File: config.mk
export PLATFORM = sky130hd
export DESIGN_NAME = integer_text_scanner
export DESIGN_NICKNAME = d
export VERILOG_FILES = /design/src/sv/its_pkg.sv /design/src/sv/its_cfg.sv /design/src/sv/its_scan.sv /design/src/sv/integer_text_scanner.sv
export SDC_FILE = /design/constraint.sdc
export NUM_CORES = 1
export LEC_CHECK = 0
export BUFFER_PORTS_ARGS = -buffer_cell sky130_fd_sc_hd__buf_2
export CAP_MARGIN = 20
export CORE_ASPECT_RATIO = 2
export CORE_MARGIN = 2
export CORE_UTILIZATION = 50
export CTS_BUF_LIST = sky130_fd_sc_hd__clkbuf_8
export CTS_CLUSTER_DIAMETER = 150
export DETAILED_ROUTE_END_ITERATION = 10
export PLACE_DENSITY = 0.73
export SYNTH_ARGS = -nofsm -noshare
export SYNTH_HDL_FRONTEND = slang
export SYNTH_SLANG_ARGS = --single-unit
File: constraint.sdc
create_clock -name clk_i -period 23.8 [get_ports clk_i]
set_clock_uncertainty 0.15 [all_clocks]
set_input_delay 7.14 -clock clk_i [delete_from_list [all_inputs] [get_ports clk_i]]
set_output_delay 7.14 -clock clk_i [all_outputs]
set_load 0.01 [all_outputs]
File: src/sv/its_pkg.sv
`default_nettype none
// ----------------------------------------------------------------------------
// its_pkg: shared types and constants for the integer text scanner
// Item payloads, configuration struct, register map and field sizes.
// ----------------------------------------------------------------------------
package its_pkg;

  localparam int unsigned MAX_FIELD_WIDTH = 128;
  localparam int unsigned VALUE_BITS      = 32;
  localparam int unsigned CNT_W           = 8;
  localparam int unsigned ACC_W           = VALUE_BITS + 5;
  localparam int unsigned PADDR_W         = 4;
  localparam int unsigned PDATA_W         = 32;

  // register indexes (paddr[3:2])
  localparam logic [1:0] REG_BASE_MODE   = 2'd0;
  localparam logic [1:0] REG_SIGNED_MODE = 2'd1;
  localparam logic [1:0] REG_FIELD_WIDTH = 2'd2;

  // base codes
  localparam logic [1:0] BASE_AUTO = 2'd0;
  localparam logic [1:0] BASE_OCT  = 2'd1;
  localparam logic [1:0] BASE_DEC  = 2'd2;
  localparam logic [1:0] BASE_HEX  = 2'd3;

  typedef logic [ACC_W-1:0]      acc_t;
  typedef logic [VALUE_BITS-1:0] val_t;
  typedef logic [CNT_W-1:0]      cnt_t;

  typedef struct packed {
    logic [7:0] char_code;
    logic       end_of_input;
  } its_in_t;

  typedef struct packed {
    logic       consumed;
    logic       done_res;
    val_t       value;
    cnt_t       char_count;
    logic       saturated;
  } its_out_t;

  typedef struct packed {
    logic [1:0] base_mode;
    logic       signed_mode;
    logic [7:0] field_width;
  } its_cfg_t;

  // field restart request from a configuration write
  typedef struct packed {
    logic       restart;
    logic [1:0] base;
  } its_rst_t;

endpackage

`default_nettype wire

File: src/sv/its_cfg.sv
`default_nettype none
// ----------------------------------------------------------------------------
// its_cfg: configuration registers
// APB-style register file with base mode, sign mode and field width.
// ----------------------------------------------------------------------------
module its_cfg import its_pkg::*; (
  input  wire logic               clk_i,
  input  wire logic               rst_ni,
  input  wire logic               psel,
  input  wire logic               penable,
  input  wire logic               pwrite,
  input  wire logic [PADDR_W-1:0] paddr,
  input  wire logic [PDATA_W-1:0] pwdata,
  output      logic [PDATA_W-1:0] prdata,
  output      logic               pready,
  output      its_cfg_t           cfg_o,
  output      its_rst_t           rst_req_o
);

  its_cfg_t   cfg_q, cfg_d;
  logic       wr_en;
  logic [1:0] reg_idx;

  assign pready  = 1'b1;
  assign wr_en   = psel & penable & pwrite;
  assign reg_idx = paddr[3:2];

  always_comb begin
    cfg_d = cfg_q;
    rst_req_o.restart = 1'b0;
    if (wr_en) begin
      unique case (reg_idx)
        REG_BASE_MODE: begin
          cfg_d.base_mode   = pwdata[1:0];
          rst_req_o.restart = 1'b1;
        end
        REG_SIGNED_MODE: begin
          cfg_d.signed_mode = pwdata[0];
          rst_req_o.restart = 1'b1;
        end
        REG_FIELD_WIDTH: begin
          cfg_d.field_width = pwdata[7:0];
          rst_req_o.restart = 1'b1;
        end
        default: ;
      endcase
    end
    rst_req_o.base = cfg_d.base_mode;
  end

  always_comb begin
    unique case (reg_idx)
      REG_BASE_MODE:   prdata = PDATA_W'(cfg_q.base_mode);
      REG_SIGNED_MODE: prdata = PDATA_W'(cfg_q.signed_mode);
      REG_FIELD_WIDTH: prdata = PDATA_W'(cfg_q.field_width);
      default:         prdata = '0;
    endcase
  end

  always_ff @(posedge clk_i or negedge rst_ni) begin
    if (!rst_ni) begin
      cfg_q.base_mode   <= BASE_DEC;
      cfg_q.signed_mode <= 1'b1;
      cfg_q.field_width <= CNT_W'(MAX_FIELD_WIDTH);
    end else begin
      cfg_q <= cfg_d;
    end
  end

  assign cfg_o = cfg_q;

endmodule

`default_nettype wire

File: src/sv/its_scan.sv
`default_nettype none
// ----------------------------------------------------------------------------
// its_scan: field scanner
// Holds the field state and, for one character per cycle when step_i
// is high, decides whether it is consumed, accumulates the digit and forms the final value.
// ----------------------------------------------------------------------------
module its_scan import its_pkg::*; (
  input  wire logic     clk_i,
  input  wire logic     rst_ni,
  input  wire logic     step_i,
  input  wire its_in_t  item_i,
  input  wire its_cfg_t cfg_i,
  input  wire its_rst_t rst_req_i,
  output      its_out_t res_o
);

  typedef enum logic [3:0] {
    PH_AUTO_START, PH_AUTO_SIGNED, PH_AUTO_ZERO, PH_PLAIN_START,
    PH_PLAIN_SIGNED, PH_DIGITS, PH_HEX_START, PH_HEX_SIGNED, PH_HEX_ZERO
  } phase_e;

  localparam logic [7:0] CH_PLUS  = 8'h2B;
  localparam logic [7:0] CH_MINUS = 8'h2D;
  localparam logic [7:0] CH_ZERO  = 8'h30;
  localparam logic [7:0] CH_NINE  = 8'h39;
  localparam logic [7:0] CH_LC_A  = 8'h61;
  localparam logic [7:0] CH_LC_Z  = 8'h7A;
  localparam logic [7:0] CH_UC_A  = 8'h41;
  localparam logic [7:0] CH_UC_Z  = 8'h5A;
  localparam logic [7:0] CH_LC_X  = 8'h78;
  localparam logic [7:0] CH_UC_X  = 8'h58;

  phase_e     ph_q, ph_d, ph_start;
  logic [1:0] base_q, base_d;
  logic       neg_q, neg_d;
  val_t       mag_q, mag_d;
  logic       ovf_q, ovf_d;
  cnt_t       cnt_q, cnt_d;

  logic [7:0] ch;
  logic [5:0] dig;
  logic       is_alnum;
  logic       took, acc_en, done;
  logic [5:0] radix;
  acc_t       prod, sum;
  cnt_t       limit;
  val_t       fval;
  logic       sat;
  logic [1:0] new_base;

  assign ch = item_i.char_code;

  always_comb begin
    dig      = 6'd0;
    is_alnum = 1'b1;
    if (ch >= CH_ZERO && ch <= CH_NINE) begin
      dig = 6'(ch - CH_ZERO);
    end else if (ch >= CH_LC_A && ch <= CH_LC_Z) begin
      dig = 6'(ch - CH_LC_A) + 6'd10;
    end else if (ch >= CH_UC_A && ch <= CH_UC_Z) begin
      dig = 6'(ch - CH_UC_A) + 6'd10;
    end else begin
      is_alnum = 1'b0;
    end
  end

  always_comb begin
    if (cfg_i.field_width == 8'd0) begin
      limit = cnt_t'(1);
    end else if (cfg_i.field_width > CNT_W'(MAX_FIELD_WIDTH)) begin
      limit = cnt_t'(MAX_FIELD_WIDTH);
    end else begin
      limit = cfg_i.field_width;
    end
  end

  // character decision
  always_comb begin
    took   = 1'b0;
    acc_en = 1'b0;
    ph_d   = ph_q;
    base_d = base_q;
    neg_d  = neg_q;
    if (ch == CH_PLUS || ch == CH_MINUS) begin
      unique case (ph_q)
        PH_AUTO_START:  begin took = 1'b1; ph_d = PH_AUTO_SIGNED;  end
        PH_PLAIN_START: begin took = 1'b1; ph_d = PH_PLAIN_SIGNED; end
        PH_HEX_START:   begin took = 1'b1; ph_d = PH_HEX_SIGNED;   end
        default: ;
      endcase
      if (took) neg_d = (ch == CH_MINUS);
    end else if (ch == CH_ZERO) begin
      took = 1'b1;
      unique case (ph_q)
        PH_AUTO_START, PH_AUTO_SIGNED: ph_d = PH_AUTO_ZERO;
        PH_AUTO_ZERO: begin
          base_d = BASE_OCT;
          ph_d   = PH_DIGITS;
        end
        PH_HEX_START, PH_HEX_SIGNED: ph_d = PH_HEX_ZERO;
        default: begin
          ph_d   = PH_DIGITS;
          acc_en = 1'b1;
        end
      endcase
    end else if (ch == CH_LC_X || ch == CH_UC_X) begin
      if (ph_q == PH_AUTO_ZERO) begin
        took   = 1'b1;
        base_d = BASE_HEX;
        ph_d   = PH_DIGITS;
      end else if (ph_q == PH_HEX_ZERO) begin
        took = 1'b1;
        ph_d = PH_DIGITS;
      end
    end else if (is_alnum) begin
      unique case (ph_q)
        PH_AUTO_START, PH_AUTO_SIGNED: begin
          if (dig >= 6'd1 && dig <= 6'd9) begin
            took   = 1'b1;
            base_d = BASE_DEC;
          end
        end
        PH_AUTO_ZERO: begin
          if (dig >= 6'd1 && dig <= 6'd7) begin
            took   = 1'b1;
            base_d = BASE_OCT;
          end
        end
        default: begin
          unique case (base_q)
            BASE_OCT: took = (dig < 6'd8);
            BASE_HEX: took = (dig < 6'd16);
            default:  took = (dig < 6'd10);
          endcase
        end
      endcase
      if (took) begin
        ph_d   = PH_DIGITS;
        acc_en = 1'b1;
      end
    end
  end

  // multiply-add by shifts, overflow when the sum leaves the value width
  always_comb begin
    unique case (base_d)
      BASE_OCT: begin
        radix = 6'd8;
        prod  = acc_t'(mag_q) << 3;
      end
      BASE_HEX: begin
        radix = 6'd16;
        prod  = acc_t'(mag_q) << 4;
      end
      default: begin
        radix = 6'd10;
        prod  = (acc_t'(mag_q) << 3) + (acc_t'(mag_q) << 1);
      end
    endcase
    sum   = prod + acc_t'(dig);
    mag_d = mag_q;
    ovf_d = ovf_q;
    if (acc_en && !ovf_q && dig < radix) begin
      if (sum[ACC_W-1:VALUE_BITS] != '0) begin
        ovf_d = 1'b1;
      end else begin
        mag_d = sum[VALUE_BITS-1:0];
      end
    end
  end

  always_comb begin
    done  = 1'b0;
    cnt_d = cnt_q;
    if (item_i.end_of_input || cnt_q >= limit) begin
      done = 1'b1;
    end else if (took) begin
      cnt_d = cnt_q + cnt_t'(1);
      done  = (cnt_d >= limit);
    end else begin
      done = 1'b1;
    end
  end

  // final value from the state after this character
  always_comb begin
    logic eff_took;
    logic eff_neg;
    logic eff_ovf;
    val_t eff_mag;
    eff_took = took && !item_i.end_of_input && (cnt_q < limit);
    eff_neg  = eff_took ? neg_d : neg_q;
    eff_ovf  = eff_took ? ovf_d : ovf_q;
    eff_mag  = eff_took ? mag_d : mag_q;
    sat      = 1'b0;
    if (cfg_i.signed_mode) begin
      if (eff_neg) begin
        if (eff_ovf || (eff_mag[VALUE_BITS-1] && eff_mag[VALUE_BITS-2:0] != '0)) begin
          sat  = 1'b1;
          fval = {1'b1, {(VALUE_BITS-1){1'b0}}};
        end else begin
          fval = val_t'(0) - eff_mag;
        end
      end else if (eff_ovf || eff_mag[VALUE_BITS-1]) begin
        sat  = 1'b1;
        fval = {1'b0, {(VALUE_BITS-1){1'b1}}};
      end else begin
        fval = eff_mag;
      end
    end else if (eff_ovf) begin
      sat  = 1'b1;
      fval = '1;
    end else begin
      fval = eff_neg ? (val_t'(0) - eff_mag) : eff_mag;
    end
  end

  assign new_base = rst_req_i.restart ? rst_req_i.base : cfg_i.base_mode;

  always_comb begin
    unique case (new_base)
      BASE_AUTO: ph_start = PH_AUTO_START;
      BASE_HEX:  ph_start = PH_HEX_START;
      default:   ph_start = PH_PLAIN_START;
    endcase
  end

  always_comb begin
    res_o.consumed   = took && !item_i.end_of_input && (cnt_q < limit);
    res_o.done_res   = done;
    res_o.value      = done ? fval : '0;
    res_o.char_count = cnt_d;
    res_o.saturated  = done && sat;
  end

  always_ff @(posedge clk_i or negedge rst_ni) begin
    if (!rst_ni) begin
      ph_q   <= PH_PLAIN_START;
      base_q <= BASE_DEC;
      neg_q  <= 1'b0;
      mag_q  <= '0;
      ovf_q  <= 1'b0;
      cnt_q  <= '0;
    end else if ((rst_req_i.restart && cnt_q == '0) || (step_i && done)) begin
      ph_q   <= ph_start;
      base_q <= new_base;
      neg_q  <= 1'b0;
      mag_q  <= '0;
      ovf_q  <= 1'b0;
      cnt_q  <= '0;
    end else if (step_i && took) begin
      ph_q   <= ph_d;
      base_q <= base_d;
      neg_q  <= neg_d;
      mag_q  <= mag_d;
      ovf_q  <= ovf_d;
      cnt_q  <= cnt_d;
    end
  end

endmodule

`default_nettype wire

File: src/sv/integer_text_scanner.sv
`default_nettype none
// ----------------------------------------------------------------------------
// integer_text_scanner: streaming integer field scanner
// Scans signed or unsigned integers in octal, decimal, hex or auto base
// from a character stream, one result item per character item.
// ----------------------------------------------------------------------------
// channel   direction  handshake              payload
// in        input      in_valid_i/in_ready_o  its_in_t  (char_code, end_of_input)
// out       output     out_valid_o/out_ready_i its_out_t (consumed .. saturated)
// cfg       input      APB psel/penable       base_mode, signed_mode, field_width
//
// One item per cycle sustained while the output is not stalled.
// Input register, combinational scan logic, result register.
// Output stall holds the input register; the input takes a new item
// whenever the input register is empty or moving forward.
// Reset restores decimal, signed, width 128 and an empty field.
// ----------------------------------------------------------------------------
module integer_text_scanner import its_pkg::*; (
  input  wire logic               clk_i,
  input  wire logic               rst_ni,
  input  wire logic               in_valid_i,
  output      logic               in_ready_o,
  input  wire its_in_t            in_data_i,
  output      logic               out_valid_o,
  input  wire logic               out_ready_i,
  output      its_out_t           out_data_o,
  input  wire logic               psel,
  input  wire logic               penable,
  input  wire logic               pwrite,
  input  wire logic [PADDR_W-1:0] paddr,
  input  wire logic [PDATA_W-1:0] pwdata,
  output      logic [PDATA_W-1:0] prdata,
  output      logic               pready
);

  its_cfg_t cfg;
  its_rst_t rst_req;
  its_out_t res;

  logic     in_vld_q;
  its_in_t  in_q;
  logic     out_vld_q;
  its_out_t out_q;
  logic     adv;

  assign adv        = in_vld_q && (!out_vld_q || out_ready_i);
  assign in_ready_o = !in_vld_q || adv;

  its_cfg u_cfg (
    .clk_i     (clk_i),
    .rst_ni    (rst_ni),
    .psel      (psel),
    .penable   (penable),
    .pwrite    (pwrite),
    .paddr     (paddr),
    .pwdata    (pwdata),
    .prdata    (prdata),
    .pready    (pready),
    .cfg_o     (cfg),
    .rst_req_o (rst_req)
  );

  its_scan u_scan (
    .clk_i     (clk_i),
    .rst_ni    (rst_ni),
    .step_i    (adv),
    .item_i    (in_q),
    .cfg_i     (cfg),
    .rst_req_i (rst_req),
    .res_o     (res)
  );

  always_ff @(posedge clk_i or negedge rst_ni) begin
    if (!rst_ni) begin
      in_vld_q  <= 1'b0;
      out_vld_q <= 1'b0;
    end else begin
      if (in_ready_o) in_vld_q <= in_valid_i;
      if (adv) begin
        out_vld_q <= 1'b1;
      end else if (out_ready_i) begin
        out_vld_q <= 1'b0;
      end
    end
  end

  always_ff @(posedge clk_i) begin
    if (in_ready_o && in_valid_i) in_q <= in_data_i;
    if (adv) out_q <= res;
  end

  assign out_valid_o = out_vld_q;
  assign out_data_o  = out_q;

endmodule

`default_nettype wire
Word-level counts from Yosys, hierarchy flattened

Index checks and enable logic that the tools add are counted.

Add/subtract/negate cells: 9
Multiply operators: 0
Div/mod/pow operators: 0
Magnitude comparators: 17
Equality and inequality tests: 20
Shift-type cells: 0
Multiplexer cells: 97
Bitwise gates (word level): 2
Reduce and logical (&&, ||, !) cells: 47

Operators by type and width:

| operator                | number |
|---|---|
| $mux W32                | 11 |
| $pmux W37 S2            | 1 |
| $mux W8                 | 7 |
| $mux W1                 | 45 |
| $add A37 B6 Y37         | 1 |
| $add A35 B33 Y36        | 1 |
| $mux W4                 | 9 |
| $sub A1 B32 Y32 const A | 1 |
| $reduce_bool A31 Y1     | 1 |
| $eq A8 B6 Y1 const B    | 3 |
| $mux W2                 | 12 |
| $pmux W8 S3             | 1 |
| $mux W6                 | 3 |
| $eq A8 B7 Y1 const B    | 2 |
| $ge A8 B7 Y1 const B    | 2 |
| $ge A8 B8 Y1            | 2 |
| $le A8 B7 Y1 const B    | 2 |
| $logic_and A1 B1 Y1     | 16 |
| $logic_not A8 Y1        | 2 |
| $reduce_bool A5 Y1      | 3 |
| $add A6 B4 Y6 const B   | 2 |
| $lt A6 B4 Y1 const B    | 2 |
| $pmux W4 S3             | 1 |
| $sub A6 B6 Y6 const B   | 2 |
| other kinds (36)        | 60 |

Bits in registers: 113
Bits in latches: 0
Bits in writable memories: 0
Bits in read-only memories: 0
Bits of input ports: 52
Word-level logic and storage cells: 210
Memories kept: 0

Depth between registers and ports, before layout

Gate-level depths: netlist (run 1).

Depth in word-level cells: 29
Gate-level depth with buffers: 43
Depth with buffers taken out: 36

Cells and area by module

A second synthesis (run 1) with hierarchy kept.

Cells, all modules: 1462
Area, all modules: 12011.5 um2

Modules (own cells, without submodules):

| module               | instances | cells each | area each (um2) |
|---|---|---|---|
| its_scan             | 1         | 1335       | 9625.5 |
| integer_text_scanner | 1         | 60         | 1665.3 |
| its_cfg              | 1         | 67         | 720.7 |

Worst setup path before layout (run 1)

No wires, ideal clock.

Path type: in2out
Start point: in paddr[3]
End point: out prdata[2]
Arrival time: 7813 ps
Data required time: 16510 ps
Setup slack: 8697 ps
Stages on the path: 3
Cell sequence: clkbuf_1 nor2b_1 and2_1

Longest elaborated chain between the ends: 2
Elaborated cells between the ends (all ways): 4
Classes of those cells: eq/ne: 2; mux: 1; reduce/logical: 1

RTL lines:

| item                                 | RTL line                   | text |
|---|---|---|
| start, declared                      | integer_text_scanner.sv:30 | `input wire logic [PADDR_W-1:0] paddr,` |
| $eq A2 B2 Y1 (tied with other cells) | its_cfg.sv:52              | `unique case (reg_idx)` |
| $pmux W8 S3 *                        | its_cfg.sv:52              |  |
| end, declared                        | integer_text_scanner.sv:32 | `output logic [PDATA_W-1:0] prdata,` |

Every way passes the cells marked *; elsewhere a longest branch is shown, timed or not.

Worst setup path after layout (run 1)

Same ends and word-level chain as after synthesis.

==> run metrics, run 1 <==
postcts setup bufs=0; Design Area, Final=12900 um^2; DR DRC count=0; Synth Register Bits=113; Final GP Congestion=1.01; Initial Utilization=50.6%; Primary FF master, synth=dfrtp_1; Worst EP required=16.51 ns; critical path class=primary input to output port; CTS tree=built; synthesized area=12100 um^2; CP max FO=7; CTS Hold Bufs=0; H-tree levels=4; Die H=224 um; Worst Setup End Kind=output port; total of max-cap violations=0; Port Buffers=78; async set-reset flop share out of synthesis=54.0%; Top Ports=130; layout cell share with drive strength beyond 1=14.2%; Clock transition at path regs=0.07 ns; Critical Path Max Stage Delay=0.32 ns; Syn Area/Cell=8.18 um^2; status=finished clean; CP Data Arrival Time=7.90 ns; most frequent cells in the layout=154 x nor2_1, 138 x nand2_1, 128 x a21oi_1, 78 x buf_2, 67 x mux2i_1; Total Neg Setup Slack=0 ns; initial antenna violation count=1; Via density=6.44; fin crit share=63.8%; most frequent CP cell=buf_2; DP Wirelength=29600 um; first-pass GRT wire length=60900 um; Core Footprint=23800 um^2; maximum vdd drop=0.0383 mV; die area=25500 um^2; CP max-delay cell=nor2b_1; setup violators final=0; largest net degree at the start of global routing=62; P_leak=5.75 nW; CP delay by family, top=simple AND/OR/NAND/NOR gates; measured slew at the worst slew-check pin=0.935 ns; Root Buffer=clkbuf_8; final hold slack=0.352 ns; total CTS buffers=17; Final min period=15.19 ns; Fillers=2230; Yosys warnings=0; f_max=65.9 MHz; CTS Buffer Depth=2; Die Wd=114 um; Initial DRC Count=857; # resized after CTS=0; Startpoint Class=primary input; Post-Synthesis Cells=1475; Post-synth EDFFs=52; Max Slew Vio Count=0; grt total ovfl=0; vias in the first global route=11.3k; DP Area=12500 um^2; Final nets=1635; DP Cell Count=1782; Pwr Total=0.773 mW; pwr dens=59.9 nW/um^2; Final Hold Fails=0; sequential area share after synthesis=25.7%; worst hold path class=flop to flop; Routed Antenna Nets=0; CP Cell Sequence=buf_2 -> nor2b_1 -> and2_1 -> buf_2; all-layer global routing usage=30.7%; final WL=38800 um; WL/cell=21.3 um; Non-Filler Instances=1817; TritonRoute pass-1 iters=7; Netlist cell types=107; total number of vias=11.7k; Rows=80; max_slew headroom=37.6%; most common cell after layout, fill and taps aside=nor2_1; Worst-Skew Late Latency=0.49 ns; Area Overhead vs Synth=6.93%; unrepaired setup endpoints after global routing=no; Clock Sinks=113; crit path buf inv count=2
-- cell usage after synthesis, types with 27 or more instances --
cell      instances  share of area, %
nand2_1         138               4.3
mux2i_1          68               5.6
nor3_1           36               1.5
o21ai_0          61               2.5
inv_1            42               1.3
nor2_1          154               4.8
dfrtp_1          55                11
xor2_1           36               2.6
ha_1             65               6.7
edfxtp_1         52                13
buf_4            32               2.0
o211ai_1         29               1.8
a21o_1           27               1.7
a21oi_1         128               5.3
clkbuf_1         38               1.2
nand3_1          30               1.2
xnor2_1          56               4.1
-- registers in the layout (all words and copies together), names as in the netlist, 2 cells and up --
| name | flops |
|---|---|
| u_scan.base_q | 2 |
| u_scan.mag_q | 32 |
| in_q | 9 |
| u_scan.ph_q | 4 |
| out_data_o | 43 |
| u_cfg.cfg_o | 11 |
| u_scan.cnt_q | 8 |
-- through the flow --
stage               utilization, %  worst slack (ns)
floorplan                        -              8.70
global placement              52.4              8.63
detailed placement            52.4              8.61
CTS                           54.0              8.61
global route                  54.1              8.55
finish                        54.1              8.61
-- cells by family (layout without fill, tap and decap cells) --
family,after synthesis,after routing,share of synthesized area [%]
adders and majority gates,67,67,7.07
DFF,113,113,25.7
buffers and inverters,145,176,6.23
other,2,26,0.0623
muxes,92,92,7.88
xor gates and xnor gates,92,92,6.68
AOI/OAI and AO/OA,409,409,22.7
and+or+nand+nor,555,555,23.8
-- final cells by class --
cell class | instances | area [um^2] | share of cell area, %
Clock buffer | 18 | 248 | 1.92
Timing Repair Buffer | 100 | 561 | 4.35
Tap cell | 287 | 359 | 2.78
Antenna cell | 1 | 2.50 | 0.0194
Clock inverter | 14 | 139 | 1.08
Multi-Input combinational cell | 1240 | 8330 | 64.6
Inverter | 44 | 165 | 1.28
Sequential cell | 113 | 3100 | 24.0
-- per-layer routing --
layer | GRT usage, % | routed length, um | share of wire [%] | up-vias
met5 | 0 | 0 | 0 | -
li1 | - | - | - | 5467
met4 | 24.3 | 3340 | 8.6 | 0
met3 | 4.25 | 1770 | 4.6 | 178
met2 | 55.9 | 20100 | 52 | 510
met1 | 30.7 | 13600 | 35 | 5552
-- worst paths after layout --
kind | from | slack [ns] | to | cells past startpoint
setup / recovery | paddr[3] | 8.61 | prdata[2] | 4
hold / removal | in_vld_q | 0.35 | out_valid_o | 1
setup reg to reg | in_q[1] | 12.71 | out_data_o[39] | 35
hold reg to reg | in_vld_q | 0.35 | out_valid_o | 1
max in group asynchronous | rst_ni | 16.16 | u_scan.cnt_q[0] | 2
min in group asynchronous | rst_ni | 6.68 | u_scan.mag_q[5] | 2
-- where the power goes --
group | internal, mW | switching [mW]
Sequential | 0.230 | 0.0197
Clock | 0.0948 | 0.0924
Combinational | 0.113 | 0.222
Power figures use the tool's default switching activity.
==> run 2, diff against run 1 <==
Settings changed: PLACE_DENSITY 0.73 to 0.75.
Clock period 23.8 ns to 13.5 ns, I/O delays scaled along.
==> run metrics, run 2 (synthesized netlist as in run 1, its figures left out) <==
CP max-delay cell=a21oi_1; FF-to-FF Start=in_q[1]; worst hold path class=flop to flop; crit path buf inv count=2; Final min period=11.35 ns; Final GP Congestion=0.978; Top Ports=130; Via density=6.41; Die H=224 um; first-pass GRT wire length=59200 um; postcts setup bufs=0; Routed Antenna Nets=0; Die Wd=114 um; total of max-cap violations=0; Worst EP required=13.64 ns; Critical Path Max Stage Delay=0.74 ns; unrepaired setup endpoints after global routing=no; # resized after CTS=0; CP max FO=32; CP Capture Point=out_data_o[31]; most common cell after layout, fill and taps aside=nor2_1; Final nets=1634; initial antenna violation count=1; CTS tree=built; Rows=80; Root Buffer=clkbuf_8; P_leak=5.79 nW; grt total ovfl=0; largest net degree at the start of global routing=62; DP Wirelength=29700 um; TritonRoute pass-1 iters=5; Initial DRC Count=824; max_slew headroom=27.6%; all-layer global routing usage=29.9%; Worst-Skew Late Latency=0.48 ns; Total Neg Setup Slack=0 ns; R2R setup slack=2.15 ns; r2r endpoint=out_data_o[31]; DR DRC count=0; H-tree levels=4; final hold slack=0.342 ns; Clock transition at path regs=0.07 ns; pwr dens=109 nW/um^2; Area Overhead vs Synth=7.44%; vias in the first global route=11.2k; Initial Utilization=50.6%; worst setup path startpoint=in_q[1]; Final Hold Fails=0; total number of vias=11.6k; f_max=88.1 MHz; Core Footprint=23800 um^2; worst reg2reg path depth=33; CP delay by family, top=compound AO/OA/AOI/OAI gates; maximum vdd drop=0.0676 mV; Startpoint Class=flop; Fillers=2244; die area=25500 um^2; most frequent cells in the layout=154 x nor2_1, 138 x nand2_1, 128 x a21oi_1, 78 x buf_2, 67 x mux2i_1; status=finished clean; Max Slew Vio Count=0; Worst Setup End Kind=flop; CTS Buffer Depth=2; Worst Setup Slack, final=2.15 ns; Port Buffers=78; measured slew at the worst slew-check pin=1.07 ns; fin crit share=84.1%; CP Data Arrival Time=11.49 ns; Clock Sinks=113; setup violators final=0; max FFs per register=43; Stages on worst setup path=33; WL/cell=21.0 um; final WL=38200 um; layout cell share with drive strength beyond 1=14.1%; total CTS buffers=17; register area=3100 um^2; CTS Hold Bufs=0; multi-input logic area=8330 um^2; worst slack at placement=2.40 ns; critical path class=flop to flop
-- run 2: where the power goes --
part	leakage [nW]	switching, mW	internal [mW]
clock	0.226	0.158	0.224
sequential	1.32	0.0332	0.406
combinational	4.24	0.390	0.199
-- run 2: routing by layer --
metal  share of wire [%]  GRT usage (%)  vias to the layer above
met2                  54           56.3                      488
li1                    -              -                     5467
met1                  34           28.7                     5534
met5                   0              0                        -
met3                 3.8           3.30                      160
met4                 8.3           23.2                        0
-- run 2: how the worst min path moves through the flow --
stage	to	start	cells past startpoint
floorplan	out_valid_o	in_vld_q	1
global placement	out_valid_o	in_vld_q	1
detailed placement	out_valid_o	in_vld_q	1
CTS	out_valid_o	in_vld_q	1
global route	out_valid_o	in_vld_q	1
finish	out_valid_o	in_vld_q	1
-- run 2: metrics by stage --
stage	power [mW]	area (um^2)	utilization, %	instances
floorplan	0.866	12100	-	1498
global placement	1.01	12500	52.5	1783
detailed placement	1.02	12500	52.5	1783
CTS	1.40	13000	54.4	1815
global route	1.47	13000	54.4	1816
finish	1.41	13000	54.4	1816
-- run 2: area by class of cell --
cell class	instances	area share [%]
Clock inverter	14	1.64
Clock buffer	18	1.91
Sequential cell	113	23.9
Multi-Input combinational cell	1240	64.3
Tap cell	287	2.77
Timing Repair Buffer	99	4.23
Inverter	44	1.27
Antenna cell	1	0.0193
==> run 3, diff against run 2 <==
Clock period 13.5 ns to 10 ns, I/O delays scaled along.
==> run metrics, run 3 (synthesized netlist as in run 1, its figures left out) <==
status=finished clean; CP max FO=11; Total Neg Setup Slack=0 ns; vias in the first global route=11.9k; CP Data Arrival Time=9.23 ns; critical path class=flop to flop; die area=25500 um^2; CTS tree=built; grt total ovfl=0; fin crit share=91.2%; CTS Hold Bufs=0; DP Area=12700 um^2; end-of-flow core utilization=54.7%; max_slew headroom=26.6%; first-pass GRT wire length=61700 um; Top Ports=130; Final GP Congestion=0.995; Reg power frac=32.6%; most common cell after layout, fill and taps aside=nor2_1; Clock Power Share=22.6%; Worst-Skew Late Latency=0.47 ns; max FFs per register=43; Critical Path Max Stage Delay=0.73 ns; Design Area, Final=13000 um^2; most frequent cells in the layout=154 x nor2_1, 138 x nand2_1, 128 x a21oi_1, 78 x buf_2, 67 x mux2i_1; # resized after CTS=0; largest net degree at the start of global routing=62; P_sw=0.780 mW; f_max=110 MHz; Clock transition at path regs=0.06 ns; CTS Buffer Depth=2; DP Wirelength=30200 um; Max Slew Vio Count=0; Logic pwr share=44.8%; Die H=224 um; initial antenna violation count=1; pwr dens=140 nW/um^2; H-tree levels=4; total CTS buffers=17; worst hold path class=flop to flop; Final nets=1656; P_leak=5.86 nW; Rows=80; total of max-cap violations=0; Clock Sinks=113; Routed Antenna Nets=0; Final Hold Fails=0; cell-internal power=1.04 mW; WL/cell=21.4 um; Worst EP required=10.10 ns; CP max-delay cell=or4_1; postcts setup bufs=0; maximum vdd drop=0.0964 mV; Worst Setup End Kind=flop; all-layer global routing usage=31.0%; Area Overhead vs Synth=8.00%; layout cell share with drive strength beyond 1=15.0%; worst slack at placement=1.10 ns; Pwr Total=1.82 mW; measured slew at the worst slew-check pin=1.09 ns; Initial Utilization=50.6%; sw frac=42.7%; Fillers=2209; Die Wd=114 um; Core Footprint=23800 um^2; setup violators final=0; unrepaired setup endpoints after global routing=no; final WL=39300 um; Root Buffer=clkbuf_8; Final min period=9.12 ns; total number of vias=11.8k; Initial DRC Count=876; Port Buffers=78; TritonRoute pass-1 iters=5; Startpoint Class=flop; Worst Setup Slack, final=0.878 ns; DR DRC count=0; Via density=6.43
==> run 3: cell types whose count changed in the layout (fill, tap and decap cells not counted), moves of 2 or more <==
cell / before / now
buf_4: 21 / 43
bufinv_16: 5 / 2
clkinv_1: 2 / 4
clkinv_2: 2 / 5
clkinvlp_4: 3 / 1
inv_1: 43 / 45
==> run 3: stage by stage <==
step	hold slack (ns)	cells
6_report	0.348	1838
5_1_grt	0.372	1838
4_1_cts	0.353	1837
3_5_place_dp	0.335	1805
3_3_place_gp	0.325	1805
2_1_floorplan	0.307	1498
==> run 3: path summary, 6_finish.rpt <==
kind                          start               to  slack (ns)  cells after the start
setup / recovery            in_q[1]   out_data_o[32]        0.88                     36
hold / removal             in_vld_q      out_valid_o        0.35                      1
max in group asynchronous    rst_ni   u_cfg.cfg_o[2]        6.47                      2
min in group asynchronous    rst_ni  u_scan.cnt_q[5]        2.57                      2
hold reg to reg            in_vld_q      out_valid_o        0.35                      1
setup reg to reg            in_q[1]   out_data_o[32]        0.88                     36
==> run 3: cell type report <==
cell class	instances	area (um^2)	area share (%)
Inverter	44	165	1.27
Antenna cell	1	2.50	0.0192
Multi-Input combinational cell	1240	8330	63.9
Sequential cell	113	3100	23.8
Timing Repair Buffer	121	713	5.47
Tap cell	287	359	2.76
Clock inverter	15	129	0.989
Clock buffer	17	234	1.80
==> run 3: worst max-delay path: cells and delay by family, from the launching register on <==
family	cells	cell delay [ns]
AOI/OAI and AO/OA	12	2.65
adders and majority gates	4	1.11
buffers and inverters	4	0.64
DFF	1	0.55
and+or+nand+nor	16	3.80
==> run 3: power by group through the flow <==
stage | Sequential (mW) | Clock (mW) | Combinational, mW
floorplan | 0.588 | 0 | 0.581
global placement | 0.601 | 0 | 0.784
detailed placement | 0.602 | 0 | 0.798
CTS | 0.593 | 0.418 | 0.801
global route | 0.601 | 0.433 | 0.881
finish | 0.596 | 0.412 | 0.817
==> run 3: layer usage <==
layer	up-vias	track usage, %	wire, um
met4	0	26.0	3440
met5	-	0	0
li1	5507	-	-
met2	541	57.4	20600
met3	188	4.65	2120
met1	5574	29.1	13100
